**src/sv/assert_macros.svh**
```systemverilog
// Assertion macros shared by the promotable priority table RTL.
// No dependencies; the including module must have clk_i and rst_ni.
`ifndef ASSERT_MACROS_SVH
`define ASSERT_MACROS_SVH

// Checked at every rising clock edge outside of reset.
`define ASSERT_CLK(label, prop, msg) \
  label: assert property (@(posedge clk_i) disable iff (!rst_ni) prop) else $error(msg);

// Checked at every rising clock edge, during reset too.
`define ASSERT_ALWAYS(label, prop, msg) \
  label: assert property (@(posedge clk_i) prop) else $error(msg);

`endif

```
**src/sv/ppt_pkg.sv**
```systemverilog
// Package of the promotable priority table: field widths, codes and the
// structs passed between the sequencer and the slot cells. No dependencies.
`default_nettype none

package ppt_pkg;

  localparam int ACTION_W = 3;
  localparam int ID_W     = 4;
  localparam int DATA_W   = 32;
  localparam int PRIO_W   = 16;
  localparam int STAMP_W  = 32;
  localparam int STATUS_W = 2;

  localparam logic [PRIO_W-1:0]  PRIO_MAX    = '1;
  localparam logic [STAMP_W-1:0] STAMP_LIMIT = '1;

  typedef enum logic [ACTION_W-1:0] {
    ACT_ADD      = 3'd0,
    ACT_PROMOTE  = 3'd1,
    ACT_GET_MAX  = 3'd2,
    ACT_POP_MAX  = 3'd3,
    ACT_IS_VALID = 3'd4,
    ACT_GET      = 3'd5
  } action_e;

  typedef enum logic [STATUS_W-1:0] {
    ST_OK     = 2'd0,
    ST_FULL   = 2'd1,
    ST_EMPTY  = 2'd2,
    ST_UNUSED = 2'd3
  } status_e;

  // Request broadcast to every cell for the duration of one scan.
  typedef struct packed {
    logic [ACTION_W-1:0] action;
    logic [ID_W-1:0]     slot_id;
    logic [DATA_W-1:0]   data;
    logic [STAMP_W-1:0]  stamp;
    logic                add_ok;
  } req_t;

  // Running record handed from cell to cell.
  typedef struct packed {
    logic               found;
    logic [DATA_W-1:0]  data;
    logic [PRIO_W-1:0]  prio;
    logic [STAMP_W-1:0] stamp;
  } carry_t;

  typedef struct packed {
    status_e           status;
    logic [ID_W-1:0]   item_id;
    logic [DATA_W-1:0] data;
    logic [PRIO_W-1:0] prio;
    logic              id_valid;
  } res_t;

endpackage

`default_nettype wire

```
**src/sv/ppt_ctrl.sv**
```systemverilog
// Sequencer of the promotable priority table: takes a transaction, launches
// the scan through the cell chain, forms the result and holds the output.
// Depends on ppt_pkg.
`default_nettype none

module ppt_ctrl import ppt_pkg::*; #(
  parameter int IDX_W = 4
) (
  input  wire logic                clk_i,
  input  wire logic                rst_ni,
  input  wire logic                in_valid_i,
  output logic                     in_ready_o,
  input  wire logic [ACTION_W-1:0] in_action_i,
  input  wire logic [ID_W-1:0]     in_slot_id_i,
  input  wire logic [DATA_W-1:0]   in_data_i,
  output req_t                     req_o,
  output logic                     start_o,
  input  wire logic                last_tok_i,
  input  wire carry_t              last_carry_i,
  input  wire logic [IDX_W-1:0]    last_idx_i,
  output logic                     clr_en_o,
  output logic [IDX_W-1:0]         clr_idx_o,
  output logic                     out_valid_o,
  input  wire logic                out_ready_i,
  output res_t                     res_o
);

  typedef enum logic [2:0] {
    S_IDLE = 3'b001,
    S_SCAN = 3'b010,
    S_HOLD = 3'b100
  } state_e;

  state_e             state_q, state_d;
  logic               start_q, start_d;
  logic [STAMP_W-1:0] stamp_q, stamp_d;
  logic               out_valid_q, out_valid_d;
  req_t               req_q, req_d;
  res_t               pend_q, pend_d;
  res_t               out_q, out_d;
  res_t               res_c;
  logic               accept;
  logic               out_free;

  assign accept   = in_valid_i && (state_q == S_IDLE);
  assign out_free = !out_valid_q || out_ready_i;

  always_comb begin
    res_c = '{status: ST_OK, item_id: '0, data: '0, prio: '0, id_valid: 1'b0};
    case (action_e'(req_q.action))
      ACT_ADD: begin
        if (last_carry_i.found) begin
          res_c = '{status: ST_OK, item_id: ID_W'(last_idx_i), data: last_carry_i.data,
                    prio: '0, id_valid: 1'b1};
        end else begin
          res_c.status = ST_FULL;
        end
      end
      ACT_PROMOTE, ACT_GET, ACT_IS_VALID: begin
        res_c.item_id = req_q.slot_id;
        if (last_carry_i.found) begin
          res_c.data     = last_carry_i.data;
          res_c.prio     = last_carry_i.prio;
          res_c.id_valid = 1'b1;
        end else if (req_q.action != ACT_IS_VALID) begin
          res_c.status = ST_UNUSED;
        end
      end
      ACT_GET_MAX, ACT_POP_MAX: begin
        if (last_carry_i.found) begin
          res_c = '{status: ST_OK, item_id: ID_W'(last_idx_i), data: last_carry_i.data,
                    prio: last_carry_i.prio, id_valid: 1'b1};
        end else begin
          res_c.status = ST_EMPTY;
        end
      end
      default: begin
        res_c.status = ST_OK;
      end
    endcase
  end

  always_comb begin
    state_d     = state_q;
    start_d     = 1'b0;
    stamp_d     = stamp_q;
    out_valid_d = out_valid_q && !out_ready_i;
    req_d       = req_q;
    pend_d      = pend_q;
    out_d       = out_q;
    case (state_q)
      S_IDLE: begin
        if (accept) begin
          req_d   = '{action: in_action_i, slot_id: in_slot_id_i, data: in_data_i,
                      stamp: stamp_q, add_ok: (stamp_q != STAMP_LIMIT)};
          start_d = 1'b1;
          state_d = S_SCAN;
        end
      end
      S_SCAN: begin
        if (last_tok_i) begin
          pend_d  = res_c;
          state_d = S_HOLD;
          if ((req_q.action == ACT_ADD) && last_carry_i.found) begin
            stamp_d = stamp_q + 1'b1;
          end
        end
      end
      S_HOLD: begin
        if (out_free) begin
          out_d       = pend_q;
          out_valid_d = 1'b1;
          state_d     = S_IDLE;
        end
      end
      default: begin
        state_d = S_IDLE;
      end
    endcase
  end

  always_ff @(posedge clk_i or negedge rst_ni) begin
    if (!rst_ni) begin
      state_q     <= S_IDLE;
      start_q     <= 1'b0;
      stamp_q     <= '0;
      out_valid_q <= 1'b0;
    end else begin
      state_q     <= state_d;
      start_q     <= start_d;
      stamp_q     <= stamp_d;
      out_valid_q <= out_valid_d;
    end
  end

  always_ff @(posedge clk_i) begin
    req_q  <= req_d;
    pend_q <= pend_d;
    out_q  <= out_d;
  end

  assign in_ready_o  = (state_q == S_IDLE);
  assign req_o       = req_q;
  assign start_o     = start_q;
  assign clr_en_o    = (state_q == S_SCAN) && last_tok_i &&
                       (req_q.action == ACT_POP_MAX) && last_carry_i.found;
  assign clr_idx_o   = last_idx_i;
  assign out_valid_o = out_valid_q;
  assign res_o       = out_q;

endmodule

`default_nettype wire

```
**config.mk**
```make
export PLATFORM = sky130hd
export DESIGN_NAME = ppt_ctrl
export DESIGN_NICKNAME = d
export VERILOG_FILES = /design/src/sv/assert_macros.svh /design/src/sv/ppt_pkg.sv /design/src/sv/ppt_ctrl.sv
export SDC_FILE = /design/constraint.sdc
export NUM_CORES = 1
export LEC_CHECK = 0
export ABC_AREA = 1
export BUFFER_PORTS_ARGS = -buffer_cell sky130_fd_sc_hd__clkbuf_2
export CORE_MARGIN = 2
export CORE_UTILIZATION = 40
export CTS_BUF_LIST = sky130_fd_sc_hd__clkbuf_8
export DETAILED_ROUTE_END_ITERATION = 10
export MAX_ROUTING_LAYER = met4
export PLACE_DENSITY = 0.64
export SYNTH_ARGS = -nofsm -noshare
export SYNTH_HDL_FRONTEND = slang
export SYNTH_SLANG_ARGS = --single-unit
```
**constraint.sdc**
```tcl
create_clock -name clk_i -period 4.7 [get_ports clk_i]
set_input_delay 0 -clock clk_i [delete_from_list [all_inputs] [get_ports clk_i]]
set_output_delay 0 -clock clk_i [all_outputs]
set_load 0.005 [all_outputs]
```
==> qor.yml <==
run_status:
  outcome: "finished clean"
clock_tree:
  cts_root_buf: "clkbuf_8"
  path_clk_slew_ns: 0.06
  post_cts_buffers: 0
  clk_latency_ns: 0.50
  cts_hold_buffers: 97
  cts_buffers: 37
  clkSinkCount: 219
  cts_tree: "yes"
  clockBufferDepth: 3
  ctsHtreeMaxLevel: 2
  ctsResizeCount: 0
drt:
  dr.pass1.iters: 5
  drt_iter0_markers: 240
  avgRoutedWirePerCell_um: 14.5
  wl_um: 18400
  vias_per_cell: 4.44
  antenna_left: 0
  drc: 0
  vias: 5643
layout:
  layout_commonest_cell: "clkbuf_2"
  nFillCells: 1706
  final_cell_mix: "clkbuf_2 (231), edfxtp_1 (182), nand2_1 (117)"
  area_delta_synth_final_pct: 38.6
  drive_above_1_share: 0.310
  fin_nets: 1103
  utilization: 0.563
  antenna_cells: 0
critical_path:
  max_stage_delay_ns: 0.91
  critPathArrivalTime_ns: 2.79
  startpoint_type: "flop"
  cp_slowest_cell: "nor2_4"
  crit_type: "flop to flop"
  critPathCaptureType: "flop"
  worstPathCellList: "inv_1 -> nand3_1 -> nor2_4 -> nand2_4 -> nor2_4 -> nand3_1 -> nand2_1 -> inv_1"
  crit_fanout: 41
  required_ns: 5.08
timing:
  skew_ns: 0.0151
  finalHoldViolCount: 0
  drv_slew: 0
  setup_viol_count_final: 0
  clock.fmax_mhz: 416
  slew_headroom: 0.235
  min_period_ns: 2.40
  setup_tns_ns: 0
  holdWs_ns: 0.212
  tightest_slew_ns: 1.14
  fin_crit_sh: 0.512
  grt_setup_unrepaired: "false"
logic_synthesis:
  synth_compound_area_frac: 0.00779
  synth_xor_area_frac: 0.0150
  synth_top_area_cell: "edfxtp_1"
  synth_top_family_by_area: "simple AND/OR/NAND/NOR gates"
  synth_cells: 614
  synth_mux_area_frac: 0
  synth-simple-area-share: 0.148
  ys_warn_count: 0
  yosysSeqAreaShare: 0.780
  synth_area_leaders: "edfxtp_1 (67%), dfrtp_1 (11%), nand2_1 (5.4%), nor2_1 (4.2%), inv_1 (3.6%)"
  synth_area_per_cell_um2: 13.3
  syn_nets: 744
  syn_area_um2: 8200
  synth_top_area_frac: 0.667
  synthArstFlopShare: 0.169
  synth_edf_count: 182
  ys_ff_latch: 219
  synth.distinct_cells: 31
  synth_fa_ha_area_frac: 0.00153
  yosys_most_used_dff: "edfxtp_1"
global_route:
  grt.overflow.total: 0
  grt_max_degree: 67
  grt_pass1_vias: 5808
  grt_antenna_before_repair: 0
  grtUsageTotal: 0.175
  grt_pass1_wl_um: 28900
die:
  floorplan.initialDensity: 0.406
  rows: 52
  dieHeight_um: 147
  io_pins: 264
  core_um2: 20200
  die_x_um: 147
  dieArea_um2: 21600
power_and_ir_drop:
  combPwrFrac: 0.126
  power_leakage_nw: 4.88
  swShare: 0.247
  pwr-share-clk: 0.347
  cellPowerDensity_nw_per_um2: 414
  power_switching_w: 0.00116
  max-vdd-ir-drop_mv: 0.250
  pwr-share-seq: 0.526
  p_int_w: 0.00354
placed_design:
  dpl.hpwl_um: 11700
  gp_congestion: 0.812
  port_buffers: 231
job:
  maxCapViolCount: 0
worst_hold_path:
  hp-class: "input pin to async pin"
[per-layer routing]
metal	GRT usage	wire (µm)
met5	-	0
met4	0.0596	417
met1	0.204	7760
met3	0.0416	1170
met2	0.299	9090
[metrics by stage]
step	cells	total power (W)	area (µm²)	worst slack, ns
global placement	1107	0.00302	9650	2.31
floorplan	614	0.00276	8200	0.511
global route	1272	0.00494	11400	2.02
CTS	1272	0.00477	11400	2.23
detailed placement	1107	0.00304	9650	2.25
finish	1272	0.00470	11400	2.30
[state kept, by name, indices dropped and copies added, names as in the netlist]
name and count:
req_o 72, pend_q 55, res_o 55, stamp_q 32
state_q 3, out_valid_o 1, start_o 1
[synth_stat cells (all sizes together), types with 3 or more instances]
library cell,count
nand3b,6
o21ai,4
nand2,118
dfrtp,36
inv,83
xor2,7
edfxtp,182
nor3,4
nand3,32
buf,11
xnor2,7
a21oi,3
nor2,105
nand4,8
[cells by family after synthesis]
family | Yosys count
xor+xnor | 14
flops | 219
compound gates | 10
buf+inv | 94
simple gates | 276
fa+ha+maj | 1
[worst max-delay path: cells and delay by family, from the launching register on]
kind	cells	cell delay (ns)
flops	1	0.38
simple gates	6	1.77
buf+inv	2	0.13
[cell type report]
type | count | area [µm²] | area share
Multi-Input combinational cell | 301 | 1430 | 0.126
Timing Repair Buffer | 331 | 2150 | 0.189
Inverter | 83 | 312 | 0.0274
Clock buffer | 44 | 606 | 0.0533
Tap cell | 270 | 338 | 0.0297
Sequential cell | 219 | 6390 | 0.563
Clock inverter | 24 | 129 | 0.0113
[power groups by stage]
stage / Sequential, W / Combinational (W) / Clock (W)
3_5_place_dp: 0.00251 / 0.000532 / 0
4_1_cts: 0.00248 / 0.000602 / 0.00170
5_1_grt: 0.00250 / 0.000657 / 0.00179
2_1_floorplan: 0.00254 / 0.000219 / 0
6_report: 0.00247 / 0.000593 / 0.00163
3_3_place_gp: 0.00250 / 0.000521 / 0
[final timing paths]
path / start / to / slack, ns / cells after the start
worst max-delay path: state_q[2] / stamp_q[17] / 2.30 / 8
worst min-delay path: rst_ni / stamp_q[26] / 0.21 / 2
worst max register to register: state_q[2] / stamp_q[17] / 2.30 / 8
worst min register to register: pend_q[26] / res_o[26] / 0.41 / 0
max in group asynchronous: rst_ni / stamp_q[25] / 3.85 / 2
min in group clk_i: in_slot_id_i[3] / req_o[68] / 0.21 / 2
Note: power is estimated with default switching activity, not from simulation.
