==> src/sv/assert_macros.svh <==
// Assertion macros shared by the promotable priority table RTL.
// No dependencies; the including module must have clk_i and rst_ni.
`ifndef ASSERT_MACROS_SVH
`define ASSERT_MACROS_SVH

// Checked at every rising clock edge outside of reset.
`define ASSERT_CLK(label, prop, msg) \
  label: assert property (@(posedge clk_i) disable iff (!rst_ni) prop) else $error(msg);

// Checked at every rising clock edge, during reset too.
`define ASSERT_ALWAYS(label, prop, msg) \
  label: assert property (@(posedge clk_i) prop) else $error(msg);

`endif

==> src/sv/ppt_pkg.sv <==
// Package of the promotable priority table: field widths, codes and the
// structs passed between the sequencer and the slot cells. No dependencies.
`default_nettype none

package ppt_pkg;

  localparam int ACTION_W = 3;
  localparam int ID_W     = 4;
  localparam int DATA_W   = 32;
  localparam int PRIO_W   = 16;
  localparam int STAMP_W  = 32;
  localparam int STATUS_W = 2;

  localparam logic [PRIO_W-1:0]  PRIO_MAX    = '1;
  localparam logic [STAMP_W-1:0] STAMP_LIMIT = '1;

  typedef enum logic [ACTION_W-1:0] {
    ACT_ADD      = 3'd0,
    ACT_PROMOTE  = 3'd1,
    ACT_GET_MAX  = 3'd2,
    ACT_POP_MAX  = 3'd3,
    ACT_IS_VALID = 3'd4,
    ACT_GET      = 3'd5
  } action_e;

  typedef enum logic [STATUS_W-1:0] {
    ST_OK     = 2'd0,
    ST_FULL   = 2'd1,
    ST_EMPTY  = 2'd2,
    ST_UNUSED = 2'd3
  } status_e;

  // Request broadcast to every cell for the duration of one scan.
  typedef struct packed {
    logic [ACTION_W-1:0] action;
    logic [ID_W-1:0]     slot_id;
    logic [DATA_W-1:0]   data;
    logic [STAMP_W-1:0]  stamp;
    logic                add_ok;
  } req_t;

  // Running record handed from cell to cell.
  typedef struct packed {
    logic               found;
    logic [DATA_W-1:0]  data;
    logic [PRIO_W-1:0]  prio;
    logic [STAMP_W-1:0] stamp;
  } carry_t;

  typedef struct packed {
    status_e           status;
    logic [ID_W-1:0]   item_id;
    logic [DATA_W-1:0] data;
    logic [PRIO_W-1:0] prio;
    logic              id_valid;
  } res_t;

endpackage

`default_nettype wire

==> src/sv/ppt_cell.sv <==
// One slot of the table: holds the item and updates the running record
// when the scan token passes through it. Depends on ppt_pkg.
`default_nettype none

module ppt_cell import ppt_pkg::*; #(
  parameter int IDX_W    = 4,
  parameter int CELL_IDX = 0
) (
  input  wire logic             clk_i,
  input  wire logic             rst_ni,
  input  wire req_t             req_i,
  input  wire logic             tok_i,
  input  wire carry_t           carry_i,
  input  wire logic [IDX_W-1:0] idx_i,
  input  wire logic             clr_en_i,
  input  wire logic [IDX_W-1:0] clr_idx_i,
  output logic                  tok_o,
  output carry_t                carry_o,
  output logic [IDX_W-1:0]      idx_o
);

  localparam logic [31:0]      CellIdx  = 32'(CELL_IDX);
  localparam logic [IDX_W-1:0] CellAddr = IDX_W'(CELL_IDX);

  logic               in_use_q, in_use_d;
  logic [DATA_W-1:0]  data_q, data_d;
  logic [PRIO_W-1:0]  prio_q, prio_d;
  logic [STAMP_W-1:0] stamp_q, stamp_d;
  logic               tok_q;
  carry_t             carry_q, carry_d;
  logic [IDX_W-1:0]   idx_q, idx_d;

  logic   hit;
  logic   wins;
  carry_t mine;

  assign hit  = (32'(req_i.slot_id) == CellIdx) && in_use_q;
  assign mine = '{found: 1'b1, data: data_q, prio: prio_q, stamp: stamp_q};
  assign wins = in_use_q && (!carry_i.found || (prio_q > carry_i.prio) ||
                ((prio_q == carry_i.prio) && (stamp_q > carry_i.stamp)));

  always_comb begin
    in_use_d = in_use_q;
    data_d   = data_q;
    prio_d   = prio_q;
    stamp_d  = stamp_q;
    carry_d  = carry_i;
    idx_d    = idx_i;
    if (tok_i) begin
      case (action_e'(req_i.action))
        ACT_ADD: begin
          if (!carry_i.found && !in_use_q && req_i.add_ok) begin
            in_use_d = 1'b1;
            data_d   = req_i.data;
            prio_d   = '0;
            stamp_d  = req_i.stamp;
            carry_d  = '{found: 1'b1, data: req_i.data, prio: '0, stamp: req_i.stamp};
            idx_d    = CellAddr;
          end
        end
        ACT_PROMOTE: begin
          if (hit) begin
            prio_d        = (prio_q == PRIO_MAX) ? prio_q : prio_q + 1'b1;
            carry_d       = mine;
            carry_d.prio  = prio_d;
            idx_d         = CellAddr;
          end
        end
        ACT_IS_VALID, ACT_GET: begin
          if (hit) begin
            carry_d = mine;
            idx_d   = CellAddr;
          end
        end
        ACT_GET_MAX, ACT_POP_MAX: begin
          if (wins) begin
            carry_d = mine;
            idx_d   = CellAddr;
          end
        end
        default: begin
          carry_d = carry_i;
        end
      endcase
    end
    if (clr_en_i && (clr_idx_i == CellAddr)) begin
      in_use_d = 1'b0;
    end
  end

  always_ff @(posedge clk_i or negedge rst_ni) begin
    if (!rst_ni) begin
      in_use_q <= 1'b0;
      tok_q    <= 1'b0;
    end else begin
      in_use_q <= in_use_d;
      tok_q    <= tok_i;
    end
  end

  always_ff @(posedge clk_i) begin
    data_q  <= data_d;
    prio_q  <= prio_d;
    stamp_q <= stamp_d;
    carry_q <= carry_d;
    idx_q   <= idx_d;
  end

  assign tok_o   = tok_q;
  assign carry_o = carry_q;
  assign idx_o   = idx_q;

endmodule

`default_nettype wire

==> config.mk <==
export PLATFORM = sky130hd
export DESIGN_NAME = ppt_cell
export DESIGN_NICKNAME = d
export VERILOG_FILES = /design/src/sv/assert_macros.svh /design/src/sv/ppt_pkg.sv /design/src/sv/ppt_cell.sv
export SDC_FILE = /design/constraint.sdc
export NUM_CORES = 1
export LEC_CHECK = 0
export BUFFER_PORTS_ARGS = -buffer_cell sky130_fd_sc_hd__buf_2
export CORE_ASPECT_RATIO = 1.5
export CORE_UTILIZATION = 47
export DETAILED_ROUTE_END_ITERATION = 10
export PLACE_DENSITY = 0.8
export SKIP_LAST_GASP = 1
export SLEW_MARGIN = 5
export SYNTH_ARGS = -nofsm -noshare
export SYNTH_HDL_FRONTEND = slang
export SYNTH_SLANG_ARGS = --single-unit
==> constraint.sdc <==
create_clock -name clk_i -period 6.6 [get_ports clk_i]
set_clock_uncertainty 0.05 [all_clocks]
set_input_delay 1.32 -clock clk_i [delete_from_list [all_inputs] [get_ports clk_i]]
set_output_delay 1.32 -clock clk_i [all_outputs]
set_load 0.02 [all_outputs]
==> results of run 1 <==
==> tightest hold or removal path, cell delays in order (launching register included) <==
cell	delay [ns]
edfxtp_1	0.35
o21ai_1	0.07
a2bb2oi_1	0.14
==> cell type report <==
cell class,count,area share
antenna,7,0.00143
clock buffer,19,0.0379
clock inverter,13,0.00889
inverter,51,0.0156
multi-input combinational,979,0.455
sequential,167,0.339
tap,268,0.0274
timing repair buffer,268,0.114
==> sequential cells by signal (all words and copies together) (netlist names) <==
signal and flops:
idx_o 4, carry_o 81, in_use_q 1, tok_o 1
prio_q 16, data_q 32, stamp_q 32
==> kinds of logic after synthesis <==
logic type,share of synthesized area
mux,0.000977
simple gates,0.202
flops,0.405
buf+inv,0.0567
fa+ha+maj,0.0598
compound gates,0.268
xor+xnor,0.00684
==> power by group through the flow <==
stage | clock [mW] | combinational [mW] | sequential, mW
2_1_floorplan | 0 | 0.305 | 1.25
3_3_place_gp | 0 | 0.567 | 1.19
3_5_place_dp | 0 | 0.581 | 1.19
4_1_cts | 1.00 | 0.583 | 1.17
5_1_grt | 1.03 | 0.642 | 1.17
6_report | 0.979 | 0.587 | 1.17
==> worst max path at each step <==
| stage | from | to | slack [ns] | cells past startpoint |
|---|---|---|---|---|
| global route | carry_i[46] | carry_o[12] | 2.01 | 11 |
| floorplan | carry_i[80] | data_q[0] | 1.01 | 5 |
| global placement | carry_i[23] | carry_o[12] | 1.92 | 11 |
| CTS | carry_i[21] | carry_o[10] | 2.29 | 11 |
| detailed placement | carry_i[21] | carry_o[25] | 1.82 | 11 |
| finish | carry_i[46] | carry_o[12] | 2.22 | 11 |
==> per-stage QoR <==
step	hold WS [ns]	setup slack, ns	cells	util	instance area, um^2
after floorplan	0.492	1.01	1293	-	10200
after global placement	0.504	1.92	1733	0.549	11600
after detailed placement	0.529	1.82	1733	0.549	11600
after CTS	0.542	2.29	1765	0.576	12200
after global routing	0.579	2.01	1770	0.576	12200
final	0.540	2.22	1772	0.577	12200
==> metal layers <==
metal | vias to the layer above | share of wire
met5 | - | 0.00024
met4 | 2 | 0.060
met3 | 142 | 0.071
met2 | 553 | 0.50
met1 | 5022 | 0.36
li1 | 5061 | -
==> cell usage after synthesis (3+ instances only) <==
cell / number
ha_1: 49
a31oi_1: 5
nor4b_1: 3
nor2b_1: 5
inv_1: 51
nor4_1: 5
o211ai_1: 4
a211oi_1: 4
or4_1: 4
a21o_1: 7
o21a_1: 4
o21ai_0: 76
and3_1: 8
a21oi_1: 236
buf_2: 20
a221o_1: 8
o2bb2ai_1: 4
nand2_1: 283
nor2_1: 31
nor3_1: 76
and2_1: 7
nand2b_1: 4
buf_1: 6
clkbuf_1: 69
o21ai_1: 9
edfxtp_1: 80
nand4_1: 14
a221oi_1: 6
xnor2_1: 4
a2bb2oi_1: 71
xor2_1: 4
dfxtp_1: 85
nand3_1: 15
==> qor.txt, run 1 <==
final wirelength - 34.0 mm
cell taking the most area after synthesis - edfxtp_1
Fill cells - 1958
busiest grt layer - met2
sequential share of power - 0.427
CTS max path bufs - 2
wire per inst - 19.2 um
drc violations - 0
Max H-tree Level - 4
most frequent cells in the layout - nand2_1 (282), buf_2 (250), a21oi_1 (236), dfxtp_1 (85), edfxtp_1 (80)
Switching Fraction - 0.313
first-pass GRT wire length - 52.9 mm
setup bufs post-CTS - 0
Reg area - 4150 um^2
drt first pass iters - 5
Final ANT Viol Nets - 0
io pins - 251
met2 usage - 0.518
DR iter-0 viols - 1004
synth top area cells - edfxtp_1 (23%), dfxtp_1 (17%), a21oi_1 (12%), nand2_1 (10%), a2bb2oi_1 (6.1%)
Cell Pwr Density - 223 nW/um^2
EDFF count, synth - 80
delay-heaviest family, CP - simple AND/OR/NAND/NOR gates
actual slew at the worst max-slew pin - 1.07 ns
met3 Usage GRT - 0.0572
Max Freq - 228 MHz
Switch Pwr - 0.856 mW
GRT overflow - 0
mean area per synthesized cell - 7.93 um^2
share of the synthesized area in the top cell type - 0.234
Crit. End Element - flop
Initial Utilization - 0.483
Horiz. Die Dim - 123 um
clk slew on worst S/H paths - 0.07 ns
largest net degree at the start of global routing - 96
Syn. warnings - 0
chip height - 183 um
TNS Setup - 0 ns
max_cap viols - 0
Tot Pwr - 2.74 mW
P&R area growth vs syn - 19.4%
Hold Path Stages - 2
Sink Count - 167
R2R setup slack - 2.63 ns
final-report hold violation count - 0
Final Cycle Share - 0.664
area of the multi-input gates - 5570 um^2
Clock power frac - 0.358
status - completed
initial antenna violation count - 7
Mapped Area - 10200 um^2
Max-slew headroom - 0.286
Synth Instances - 1293
VDD IR-drop max - 169 uV
final setup vio count - 0
distinct cell type count after synthesis - 62
CORE AREA - 21200 um^2
latest clock arrival within the worst-skew pair - 0.44 ns
DR vias/cell - 6.08
Port Buffer Count - 250
number of cells on the worst reg-to-reg path - 9
Buf/Inv on CP - 3
DR vias - 10800
critical path's slowest cell - nor3_4
Root Buffer - clkbuf_16
CP Data Required Time - 6.86 ns
Hold WC Path Type - reg2reg
Internal - 1.88 mW
Num CTS Buffers - 17
layout cells sized above 1 - 0.212
commonest non-fill, non-tap cell in the layout - nand2_1
Post-synth top flop - dfxtp_1
LEAKAGE - 5.26 nW
CP max FO - 44
Min-Delay Endpoint - carry_o[63]
Logic pwr share - 0.215
hold_buf cts - 0
Cell Chain, Critical Path - buf_2 > inv_1 > ha_1 > nand4_1 > nor4_1 > a21boi_0 > o31a_1 > nor3_4 > buf_4 > a21oi_1 > a2bb2oi_1
Worst R2R End - carry_o[12]
gp weighted congestion - 0.955
Final Max Slew Viols - 0
max incr delay on CP - 0.84 ns
row cnt - 65
Seq/Total Area, Yosys - 0.405
Tmin final - 4.38 ns
Worst Path Arrival - 4.64 ns
CTS tree - done
nets - 1698
worst r2r src - prio_q[13]
die area - 22400 um^2
flops & latches, synth - 167
Post-Syn Nets - 1507
GRT Util Overall - 0.305
Post-synth ARST share - 0.0120
Startpoint Class - input port
HPWL after DPL - 22.8 mm
CP Class - in2reg
post-CTS sizing - 0
met1 GRT Util - 0.345
RSZ-0062 raised after global routing - false
Hold Path Origin - data_q[15]
vias in the first global route - 10300
(Power assumes the default switching activity.)
==> run 2, diff against run 1 <==
Settings changed: PLACE_DENSITY 0.8 to 0.82.
Clock period 6.6 ns to 3.7 ns, I/O delays scaled along.
==> run 2 against run 1 <==
- sequential power increased by 78%
- largest cell class unchanged
- flip-flop and latch count unchanged
- final cell count is 1.4% higher
- highest routed layer unchanged
- die area is the same
- register-to-register slack lost 2.2 ns
- clock-buffer cell count decreased by 1
- power increased by 83%
==> qor.txt, run 2 (synthesized netlist as in run 1, its figures left out) <==
status - completed
Final Cell Area - 12500 um^2
drt first pass iters - 6
GRT overflow - 0
latest clock arrival within the worst-skew pair - 0.44 ns
post-placement cell count - 1752
DR vias/cell - 6.08
max incr delay on CP - 0.66 ns
R2R setup slack - 0.39 ns
P&R area growth vs syn - 22.1%
Num CTS Buffers - 17
most frequent cells in the layout - nand2_1 (282), buf_2 (250), a21oi_1 (236), dfxtp_1 (85), edfxtp_1 (80)
Max-slew headroom - 0.336
io pins - 251
post-layout util - 0.589
CTS tree - done
LEAKAGE - 5.37 nW
dpl ws - 0.0322 ns
layout cells sized above 1 - 0.221
RSZ-0062 raised after global routing - false
Final Max Slew Viols - 0
Worst Path Arrival - 3.65 ns
Hold WC Path Type - in2reg
CORE AREA - 21200 um^2
TNS Setup - 0 ns
Horiz. Die Dim - 123 um
Area after DPL - 11900 um^2
Final Cycle Share - 0.895
nets - 1718
Cell Pwr Density - 399 nW/um^2
Max Freq - 302 MHz
gp weighted congestion - 0.982
VDD IR-drop max - 300 uV
critical path's slowest cell - nor3_2
vias in the first global route - 10500
wire per inst - 19.1 um
final setup vio count - 0
commonest non-fill, non-tap cell in the layout - nand2_1
chip height - 183 um
initial antenna violation count - 11
post-CTS sizing - 0
Port Buffer Count - 250
HPWL after DPL - 23.3 mm
final std cells w/o fill - 1796
largest net degree at the start of global routing - 71
Final ANT Viol Nets - 0
setup ws final - 0.387 ns
final-report hold violation count - 0
Tmin final - 3.31 ns
Startpoint Class - flop
Buf/Inv on CP - 2
CP Class - reg2reg
Initial Utilization - 0.483
DR vias - 10900
GRT Util Overall - 0.309
drc violations - 0
final wirelength - 34.3 mm
clk slew on worst S/H paths - 0.07 ns
Max H-tree Level - 4
Sink Count - 167
Crit. End Element - flop
DR iter-0 viols - 969
CP Data Required Time - 4.03 ns
row cnt - 65
die area - 22400 um^2
CTS max path bufs - 2
delay-heaviest family, CP - simple AND/OR/NAND/NOR gates
cell repeated most along the worst path - buf_4
Root Buffer - clkbuf_16
first-pass GRT wire length - 53.7 mm
Cell Chain, Critical Path - ha_1 > nand4_1 > nor4_1 > buf_4 > o211ai_1 > a311oi_2 > nor3_4 > buf_4 > nor3_2 > a221o_1
actual slew at the worst max-slew pin - 0.993 ns
number of flip-flops in the largest register - 81
max_cap viols - 0
CP max FO - 10
setup bufs post-CTS - 0
==> run 2: cell types whose count changed in the layout (fill, tap and decap cells not counted), sizes merged <==
cell         before  now
clkbuf           19   18
diode             7   11
clkinvlp          0    3
buf             268  287
dlygate4sd3       0    1
clkinv            5    2
bufinv            0    2
inv              59   58
==> run 2: path summary, 6_finish.rpt <==
check | from | depth (start not counted) | to
max in group asynchronous | rst_ni | 2 | tok_o
max | prio_q[15] | 10 | carry_o[42]
min reg2reg | data_q[31] | 2 | carry_o[79]
max reg2reg | prio_q[15] | 10 | carry_o[42]
min in group asynchronous | rst_ni | 2 | in_use_q
min | clr_en_i | 2 | in_use_q
==> run 2: metrics by stage <==
stage	total power, mW	hold WS, ns
after floorplan	2.78	0.394
after global placement	3.16	0.475
after detailed placement	3.18	0.478
after CTS	5.01	0.00225
after global routing	5.20	0.403
final	5.00	0.413
==> run 2: what timing repair did <==
| item | in CTS | in global routing |
|---|---|---|
| hold buffers | 0 | 1 |
| hold endpoints to repair | 0 | 1 |
| setup endpoints to repair | 0 | 0 |
==> run 2: final cells by class <==
class | instances | area (um^2)
Timing Repair Buffer | 288 | 1640
Clock inverter | 14 | 161
Tap cell | 268 | 335
Antenna cell | 11 | 27.5
Clock buffer | 18 | 429
Multi-Input combinational cell | 979 | 5570
Sequential cell | 167 | 4150
Inverter | 51 | 191
Fill cell | 1897 | 8720
==> run 2: routing by layer <==
layer	wire, um	part of all wire	up-vias	global-route usage
li1	-	-	5102	-
met1	12700	0.37	5071	0.360
met2	16900	0.49	613	0.511
met3	2700	0.079	130	0.0591
met4	1970	0.057	2	0.201
met5	8	0.00023	-	0
==> run 2: report_power, final <==
| group | switching, mW | internal, mW |
|---|---|---|
| Sequential | 0.0411 | 2.04 |
| Combinational | 0.683 | 0.400 |
| Clock | 0.823 | 1.01 |
